<file path="src/rtl/tlbpt_pkg.sv">
// shared widths and sizes for the tlb and page table translator
package tlbpt_pkg;

    // sizes of the page table, the page and the tlb
    localparam int PAGE_ENTRIES = 256;
    localparam int PAGE_BYTES   = 256;
    localparam int TLB_ENTRIES  = 16;

    // field widths
    localparam int ADDR_W  = 16;
    localparam int FETCH_W = 8;
    localparam int CNT_W   = 32;

    // derived widths
    localparam int OFF_W  = $clog2(PAGE_BYTES);
    localparam int PAGE_W = $clog2(PAGE_ENTRIES);
    localparam int FREE_W = PAGE_W + 1;
    localparam int TLB_IW = $clog2(TLB_ENTRIES);
    localparam int TLB_CW = $clog2(TLB_ENTRIES + 1);

endpackage

</file>
<file path="src/rtl/tlbpt_if.sv">
// address and result channels of the translator

// logical address channel
interface tlbpt_in_if;
    logic                         valid;
    logic                         ready;
    logic [tlbpt_pkg::ADDR_W-1:0] virt_addr;

    modport source (output valid, output virt_addr, input ready);
    modport sink   (input valid, input virt_addr, output ready);
endinterface

// translation result channel
interface tlbpt_out_if;
    logic                          valid;
    logic                          ready;
    logic [tlbpt_pkg::ADDR_W-1:0]  physical_address;
    logic                          tlb_hit;
    logic                          page_fault;
    logic [tlbpt_pkg::FETCH_W-1:0] fetch_page;
    logic [tlbpt_pkg::CNT_W-1:0]   hit_total;
    logic [tlbpt_pkg::CNT_W-1:0]   fault_total;

    modport source (output valid, output physical_address, output tlb_hit,
                    output page_fault, output fetch_page, output hit_total,
                    output fault_total, input ready);
    modport sink   (input valid, input physical_address, input tlb_hit,
                    input page_fault, input fetch_page, input hit_total,
                    input fault_total, output ready);
endinterface

</file>
<file path="src/rtl/tlb_page_table_translator_core.sv">
// Translates one logical address at a time: the idle state takes the beat and reads the
// page-to-frame memory, the lookup state compares the page against all valid tlb entries at
// once, picks the frame (tlb, page table, or next free frame on a fault), writes the memory on
// a fault and the tlb on a miss and loads the result register. A new address waits until the
// lookup state is left; a held result stalls the lookup state until it is taken. The tlb keeps
// pages in arrival order and drops the oldest when full. Hit and fault totals saturate. No
// clearing pass is needed after reset: page presence is kept in flip-flops cleared by reset.
module tlb_page_table_translator_core (
    input  logic          i_clk,
    input  logic          i_rst_n,
    tlbpt_in_if.sink      i_in,
    tlbpt_out_if.source   o_out
);
    import tlbpt_pkg::*;

    typedef enum logic [1:0] {
        S_IDLE = 2'b01,
        S_LOOK = 2'b10
    } t_state;

    t_state                   r_state;
    logic [ADDR_W-1:0]        r_addr;
    logic [PAGE_W-1:0]        r_tag [TLB_ENTRIES];
    logic [PAGE_W-1:0]        r_frm [TLB_ENTRIES];
    logic [TLB_CW-1:0]        r_fill;
    logic [PAGE_ENTRIES-1:0]  r_present;
    logic [FREE_W-1:0]        r_free;
    logic [CNT_W-1:0]         r_hit_cnt;
    logic [CNT_W-1:0]         r_fault_cnt;
    logic [PAGE_W-1:0]        r_map [PAGE_ENTRIES];
    logic [PAGE_W-1:0]        r_rd_frame;

    logic                     r_out_valid;
    logic [ADDR_W-1:0]        r_out_phys;
    logic                     r_out_hit;
    logic                     r_out_fault;
    logic [FETCH_W-1:0]       r_out_fetch;

    logic                     in_acc;
    logic [PAGE_W-1:0]        in_page;
    logic [PAGE_W-1:0]        page;
    logic [OFF_W-1:0]         offset;
    logic                     hit;
    logic [PAGE_W-1:0]        hit_frame;
    logic                     present;
    logic                     fault;
    logic [PAGE_W-1:0]        frame;
    logic                     done;
    logic [CNT_W-1:0]         n_hit_cnt;
    logic [CNT_W-1:0]         n_fault_cnt;
    logic [PAGE_W+OFF_W-1:0]  phys_full;

    // input handshake
    assign i_in.ready = (r_state == S_IDLE);
    assign in_acc     = i_in.valid && (r_state == S_IDLE);
    assign in_page    = PAGE_W'(i_in.virt_addr >> OFF_W);

    // lookup of the held address
    assign page    = PAGE_W'(r_addr >> OFF_W);
    assign offset  = r_addr[OFF_W-1:0];
    assign present = r_present[page];

    // parallel tag compare over valid entries
    always_comb begin
        hit       = 1'b0;
        hit_frame = '0;
        for (int k = 0; k < TLB_ENTRIES; k++) begin
            if ((TLB_CW'(k) < r_fill) && (r_tag[k] == page)) begin
                hit       = 1'b1;
                hit_frame = r_frm[k];
            end
        end
    end

    // frame selection and counters
    assign fault     = !hit && !present;
    assign frame     = hit ? hit_frame : (present ? r_rd_frame : r_free[PAGE_W-1:0]);
    assign done      = (r_state == S_LOOK) && (!r_out_valid || o_out.ready);
    assign phys_full = {frame, offset};

    always_comb begin
        n_hit_cnt   = r_hit_cnt;
        n_fault_cnt = r_fault_cnt;
        if (hit && (r_hit_cnt != '1)) begin
            n_hit_cnt = r_hit_cnt + CNT_W'(1);
        end
        if (fault && (r_fault_cnt != '1)) begin
            n_fault_cnt = r_fault_cnt + CNT_W'(1);
        end
    end

    // control state
    always_ff @(posedge i_clk) begin
        if (!i_rst_n) begin
            r_state     <= S_IDLE;
            r_fill      <= '0;
            r_present   <= '0;
            r_free      <= '0;
            r_hit_cnt   <= '0;
            r_fault_cnt <= '0;
            r_out_valid <= 1'b0;
        end else begin
            case (r_state)
                S_IDLE: begin
                    if (in_acc) begin
                        r_state <= S_LOOK;
                    end
                end
                S_LOOK: begin
                    if (done) begin
                        r_state <= S_IDLE;
                    end
                end
                default: r_state <= S_IDLE;
            endcase
            if (done) begin
                r_hit_cnt   <= n_hit_cnt;
                r_fault_cnt <= n_fault_cnt;
                if (fault) begin
                    r_present[page] <= 1'b1;
                    r_free          <= FREE_W'(r_free[PAGE_W-1:0]) + FREE_W'(1);
                end
                if (!hit && (r_fill < TLB_CW'(TLB_ENTRIES))) begin
                    r_fill <= r_fill + TLB_CW'(1);
                end
            end
            if (done) begin
                r_out_valid <= 1'b1;
            end else if (o_out.ready) begin
                r_out_valid <= 1'b0;
            end
        end
    end

    // tlb entries, appended while room remains, else shifted out oldest first
    always_ff @(posedge i_clk) begin
        if (done && !hit) begin
            if (r_fill < TLB_CW'(TLB_ENTRIES)) begin
                r_tag[r_fill[TLB_IW-1:0]] <= page;
                r_frm[r_fill[TLB_IW-1:0]] <= frame;
            end else begin
                for (int k = 0; k < TLB_ENTRIES - 1; k++) begin
                    r_tag[k] <= r_tag[k+1];
                    r_frm[k] <= r_frm[k+1];
                end
                r_tag[TLB_ENTRIES-1] <= page;
                r_frm[TLB_ENTRIES-1] <= frame;
            end
        end
    end

    // page to frame memory, read on the accepted beat, written on a fault
    always_ff @(posedge i_clk) begin
        if (in_acc) begin
            r_addr     <= i_in.virt_addr;
            r_rd_frame <= r_map[in_page];
        end
        if (done && fault) begin
            r_map[page] <= r_free[PAGE_W-1:0];
        end
    end

    // result register
    always_ff @(posedge i_clk) begin
        if (done) begin
            r_out_phys  <= ADDR_W'(phys_full);
            r_out_hit   <= hit;
            r_out_fault <= fault;
            r_out_fetch <= fault ? FETCH_W'(page) : '0;
        end
    end

    assign o_out.valid            = r_out_valid;
    assign o_out.physical_address = r_out_phys;
    assign o_out.tlb_hit          = r_out_hit;
    assign o_out.page_fault       = r_out_fault;
    assign o_out.fetch_page       = r_out_fetch;
    assign o_out.hit_total        = r_hit_cnt;
    assign o_out.fault_total      = r_fault_cnt;

    // tlb fill never passes its size
    a_fill_bound: assert property (@(posedge i_clk) disable iff (!i_rst_n)
        r_fill <= TLB_CW'(TLB_ENTRIES))
        else $error("tlb fill count above size");

    // a result is never both a hit and a fault
    a_hit_xor_fault: assert property (@(posedge i_clk) disable iff (!i_rst_n)
        r_out_valid |-> !(r_out_hit && r_out_fault))
        else $error("hit and fault on one result");

    // a fault sets the present bit of its page
    a_fault_present: assert property (@(posedge i_clk) disable iff (!i_rst_n)
        (done && fault) |=> r_present[$past(page)])
        else $error("faulted page not marked present");

    // a new result only comes out of the lookup cycle
    a_result_src: assert property (@(posedge i_clk) disable iff (!i_rst_n)
        $rose(r_out_valid) |-> $past(r_state == S_LOOK))
        else $error("result without lookup");

endmodule
</file>
<file path="src/flat_wrapper.sv">
// flat-port wrapper written by rule: the top's interface ports become plain ports
module tlb_page_table_translator_core_flat import tlbpt_pkg::*;
  (i_clk, i_rst_n, i_in_valid, i_in_virt_addr, i_in_ready, o_out_valid, o_out_physical_address, o_out_tlb_hit, o_out_page_fault, o_out_fetch_page, o_out_hit_total, o_out_fault_total, o_out_ready);
  tlbpt_in_if i_in_i ();
  tlbpt_out_if o_out_i ();
  input  logic i_clk;
  input  logic i_rst_n;
  input wire logic [$bits(i_in_i.valid)-1:0] i_in_valid;
  input wire logic [$bits(i_in_i.virt_addr)-1:0] i_in_virt_addr;
  output wire logic [$bits(i_in_i.ready)-1:0] i_in_ready;
  output wire logic [$bits(o_out_i.valid)-1:0] o_out_valid;
  output wire logic [$bits(o_out_i.physical_address)-1:0] o_out_physical_address;
  output wire logic [$bits(o_out_i.tlb_hit)-1:0] o_out_tlb_hit;
  output wire logic [$bits(o_out_i.page_fault)-1:0] o_out_page_fault;
  output wire logic [$bits(o_out_i.fetch_page)-1:0] o_out_fetch_page;
  output wire logic [$bits(o_out_i.hit_total)-1:0] o_out_hit_total;
  output wire logic [$bits(o_out_i.fault_total)-1:0] o_out_fault_total;
  input wire logic [$bits(o_out_i.ready)-1:0] o_out_ready;
  assign i_in_i.valid = i_in_valid;
  assign i_in_i.virt_addr = i_in_virt_addr;
  assign i_in_ready = i_in_i.ready;
  assign o_out_valid = o_out_i.valid;
  assign o_out_physical_address = o_out_i.physical_address;
  assign o_out_tlb_hit = o_out_i.tlb_hit;
  assign o_out_page_fault = o_out_i.page_fault;
  assign o_out_fetch_page = o_out_i.fetch_page;
  assign o_out_hit_total = o_out_i.hit_total;
  assign o_out_fault_total = o_out_i.fault_total;
  assign o_out_i.ready = o_out_ready;
  tlb_page_table_translator_core u_core (.i_clk(i_clk), .i_rst_n(i_rst_n), .i_in(i_in_i), .o_out(o_out_i));
endmodule
</file>
<file path="config.mk">
export PLATFORM = sky130hd
export DESIGN_NAME = tlb_page_table_translator_core_flat
export DESIGN_NICKNAME = d
export VERILOG_FILES = /design/src/rtl/tlbpt_pkg.sv /design/src/rtl/tlbpt_if.sv /design/src/rtl/tlb_page_table_translator_core.sv /design/src/flat_wrapper.sv
export SDC_FILE = /design/constraint.sdc
export NUM_CORES = 2
export LEC_CHECK = 0
export BUFFER_PORTS_ARGS = -buffer_cell sky130_fd_sc_hd__buf_2
export CORE_MARGIN = 1
export CORE_UTILIZATION = 49
export DETAILED_ROUTE_END_ITERATION = 6
export GPL_ROUTABILITY_DRIVEN = 0
export MAX_ROUTING_LAYER = met4
export SETUP_SLACK_MARGIN = 0.5
export SYNTH_ARGS = -nofsm -noshare
export SYNTH_HDL_FRONTEND = slang
export SYNTH_SLANG_ARGS = --single-unit
</file>
<file path="constraint.sdc">
create_clock -name i_clk -period 12.55 [get_ports i_clk]
set_input_delay 0 -clock i_clk [delete_from_list [all_inputs] [get_ports i_clk]]
set_output_delay 0 -clock i_clk [all_outputs]
set_load 0.02 [all_outputs]
</file>
==> metrics <==
clk_lat worst skew approximately 0.94 ns; FF-to-FF Start u_core.r_addr[8]; crit path max fanout between 150 and 200; register area share after synthesis ~72%; end of the critical path u_core.r_map[64][0]; wire length of the first global-routing pass between 400000 and 500000 µm; metal2 WL around 140000 µm; #FFs+latches synth 2690; status finished clean; cts hold-fix bufs 26; final wirelength around 280000 µm; post-CTS setup buffer count 0; M1 WL around 120000 µm; # nets final 6226; CTS Sinks approximately 2700; worst r2r path cells 10; pwr/cell area about 150 mW/mm²; Area Overhead vs Synth 13.7%; crit path time final around 6.8 ns; Worst Setup SP u_core.r_addr[8]; All-Layer GR Usage approximately a quarter; setup violators final 0; count of different cell masters after synthesis 65; CTS tree yes; r2r endpoint u_core.r_map[64][0]; Slew Limit Fails 0; HP Class in2reg; initial drt markers roughly 6700; reg2reg setup slack roughly 5.8 ns; mapped cell area about 0.11 mm²; Fin. Hold Viols 0; post-synthesis mux area share around 16%; CP Capture Type flop; DRT Pass-1 Iters 6; max_cap viols 0; Crit-path slowest cell nor3_1; Final ANT Viol Nets 0; Core Area around 0.22 mm²; top routing layer in use met4; post-CTS sizing 0; PortBufs 111; site row count between 150 and 200; Adder-Cell Fraction of Synth Area 0.0817%; H-tree Lvls 5; post-synthesis xor/xnor area fraction around 1.3%; Detailed Place HPWL ~170000 µm; Mean Syn Cell Area ~18 µm²; Post-Place Worst Slack roughly 5.9 ns; antenna violations before repair 6; Slew headroom approximately a tenth; crit path DAT 7.31 ns; Worst setup SP type flop; Post-Syn Instances about 6000; largest family of logic cells by synthesized area multiplexers; root buffer cell clkbuf_16; Ys Warns 0; Die X ~470 µm; CTS Buf Count 300; most used cell, CP buf_4; ys async rst share 0%; Die Area between 0.2 and 0.25 mm²; vias in the first global route about 57000; Starting Density about 49%; DR vias/cell roughly 6.2; Compound-Gate Fraction of Synth Area under 10%; unrepaired setup endpoints after global routing no; maximum vdd drop about 0.15 mV; ys flop type edfxtp_1; Syn Nets roughly 5900; global route total overflow 0; Final TNS setup 0 ns; slowest cell delay on critical path 1.26 ns; WP data required between 10 and 15 ns; final setup margin between 5 and 6 ns; critical path, cell by cell buf_4 -> buf_4 -> mux4_2 -> mux2i_1 -> o221ai_1 -> a21oi_1 -> o211ai_1 -> a2111o_2 -> buf_12 -> nor3_1; critical path class reg2reg; WHS between 0.08 and 0.09 ns; Slew @ Worst Pin between 1 and 1.5 ns; Highest Clock Rate between 100 and 150 MHz; WL/cell around 30 µm; largest net degree at the start of global routing approximately 210; Final Cycle Share a little over half; total vias in the final route roughly 58000; Leakage 38.7 nW; # DRC 0; Worst-path clk slew around 0.060 ns; EDFF count, synth about 2400; I/O pin total between 100 and 150; Clock Skews 0.0689 ns; share of cells above drive strength 1 approximately 26%; DIE HEIGHT between 400 and 500 µm; fraction of the mapped netlist area in simple logic gates around 5.7%; CTS Buffer Depth 4; fin util 56.1%; met3 wire length 18600 µm
==> where the power goes <==
| part | internal [mW] | switching [mW] | leakage [nW] | total [mW] |
|---|---|---|---|---|
| Clock | 4.90 | 3.42 | 4.48 | 8.33 |
| Combinational | 0.306 | 0.453 | 10.4 | 0.760 |
| Sequential | 9.63 | 0.00828 | 23.9 | 9.63 |
| Total | 14.8 | 3.89 | 38.7 | 18.7 |
==> worst max-delay path: cells and delay by family (launching register included) <==
kind,cells,cell delay [ns]
compound gates,4,1.80
buf+inv,3,1.73
flops,1,0.34
mux,2,0.84
simple gates,1,1.26
==> Yosys cell counts (all sizes together), types with 13 or more instances <==
cell type,n,area [µm²]
a31oi,84,526
nor3,287,1440
nor4,33,206
and3,29,181
xor2,83,727
a21oi,66,330
buf,105,490
nor2,429,1610
o21a,188,1410
a22oi,14,105
or4,14,105
nor2b,16,100
mux2i,28,280
clkbuf,280,1050
edfxtp,2354,70700
inv,41,154
mux4,743,16700
nand4,36,225
nand2,355,1330
o21ai,45,225
xnor2,76,666
nand3,66,330
nand2b,13,81.3
dfxtp,336,6730
or3,33,206
==> layer usage <==
metal / track usage [%] / up-vias
met3: 3.68 / 434
li1: - / 24300
met2: 40.5 / 2211
met4: 6.89 / 0
met1: 35.9 / 30600
met5: - / -
==> worst min path at each step <==
| stage | start | slack [ns] | end | cells past startpoint |
|---|---|---|---|---|
| after floorplan | i_in_virt_addr[0] | 0.1 | u_core.r_addr[0] | 0 |
| after global placement | i_in_virt_addr[1] | 0.18 | u_core.r_addr[1] | 1 |
| after detailed placement | i_in_virt_addr[7] | 0.18 | u_core.r_addr[7] | 1 |
| after CTS | i_in_virt_addr[15] | 0.03 | u_core.r_addr[15] | 2 |
| after global routing | i_in_virt_addr[15] | 0.07 | u_core.r_addr[15] | 2 |
| final | i_in_virt_addr[15] | 0.09 | u_core.r_addr[15] | 2 |
==> layout by cell type (no fill, tap or decap), types with 84 or more instances in the layout <==
| master | n |
|---|---|
| nor3_2 | 127 |
| clkbuf_16 | 305 |
| nand2_1 | 355 |
| edfxtp_1 | 2354 |
| buf_2 | 110 |
| a31oi_1 | 84 |
| nor3_1 | 160 |
| o21a_1 | 188 |
| dfxtp_1 | 328 |
| buf_4 | 233 |
| nor2_1 | 427 |
| mux4_2 | 743 |
==> cell type report <==
| class | count | area [µm²] |
|---|---|---|
| Inverter | 43 | 169 |
| Clock inverter | 121 | 1040 |
| Multi-Input combinational cell | 2782 | 28700 |
| Fill cell | 16400 | 95300 |
| Sequential cell | 2690 | 77400 |
| Timing Repair Buffer | 382 | 2790 |
| Antenna cell | 5 | 12.5 |
| Clock buffer | 395 | 8130 |
| Tap cell | 2854 | 3570 |
==> stage by stage <==
stage | cell area [µm²] | instances | power (mW)
global placement | 112000 | 8720 | 10.6
global route | 122000 | 9269 | 19.2
finish | 122000 | 9272 | 18.7
floorplan | 107000 | 5900 | 10.3
CTS | 122000 | 9265 | 18.9
detailed placement | 112000 | 8723 | 10.6
==> state kept, by name (all words and copies together) (netlist names), 5 cells and up <==
register and cells:
u_core.o_out.fault_total 32, u_core.o_out.fetch_page 8, u_core.o_out.hit_total 32, u_core.o_out.physical_address 16, u_core.r_addr 16, u_core.r_fill 5
u_core.r_free 8, u_core.r_frm 128, u_core.r_map 2048, u_core.r_present 256, u_core.r_rd_frame 8, u_core.r_tag 128
==> kinds of logic (layout without fill, tap and decap cells) <==
family                   Yosys count  in the layout
multiplexers                     778            778
adder cells (fa/ha/maj)            7              7
flip-flops                      2690           2690
AO/OA/AOI/OAI                    495            495
other                              0              5
AND/OR/NAND/NOR                 1343           1343
buffers and inverters            428            941
XOR/XNOR                         159            159
(Power assumes the default switching activity.)
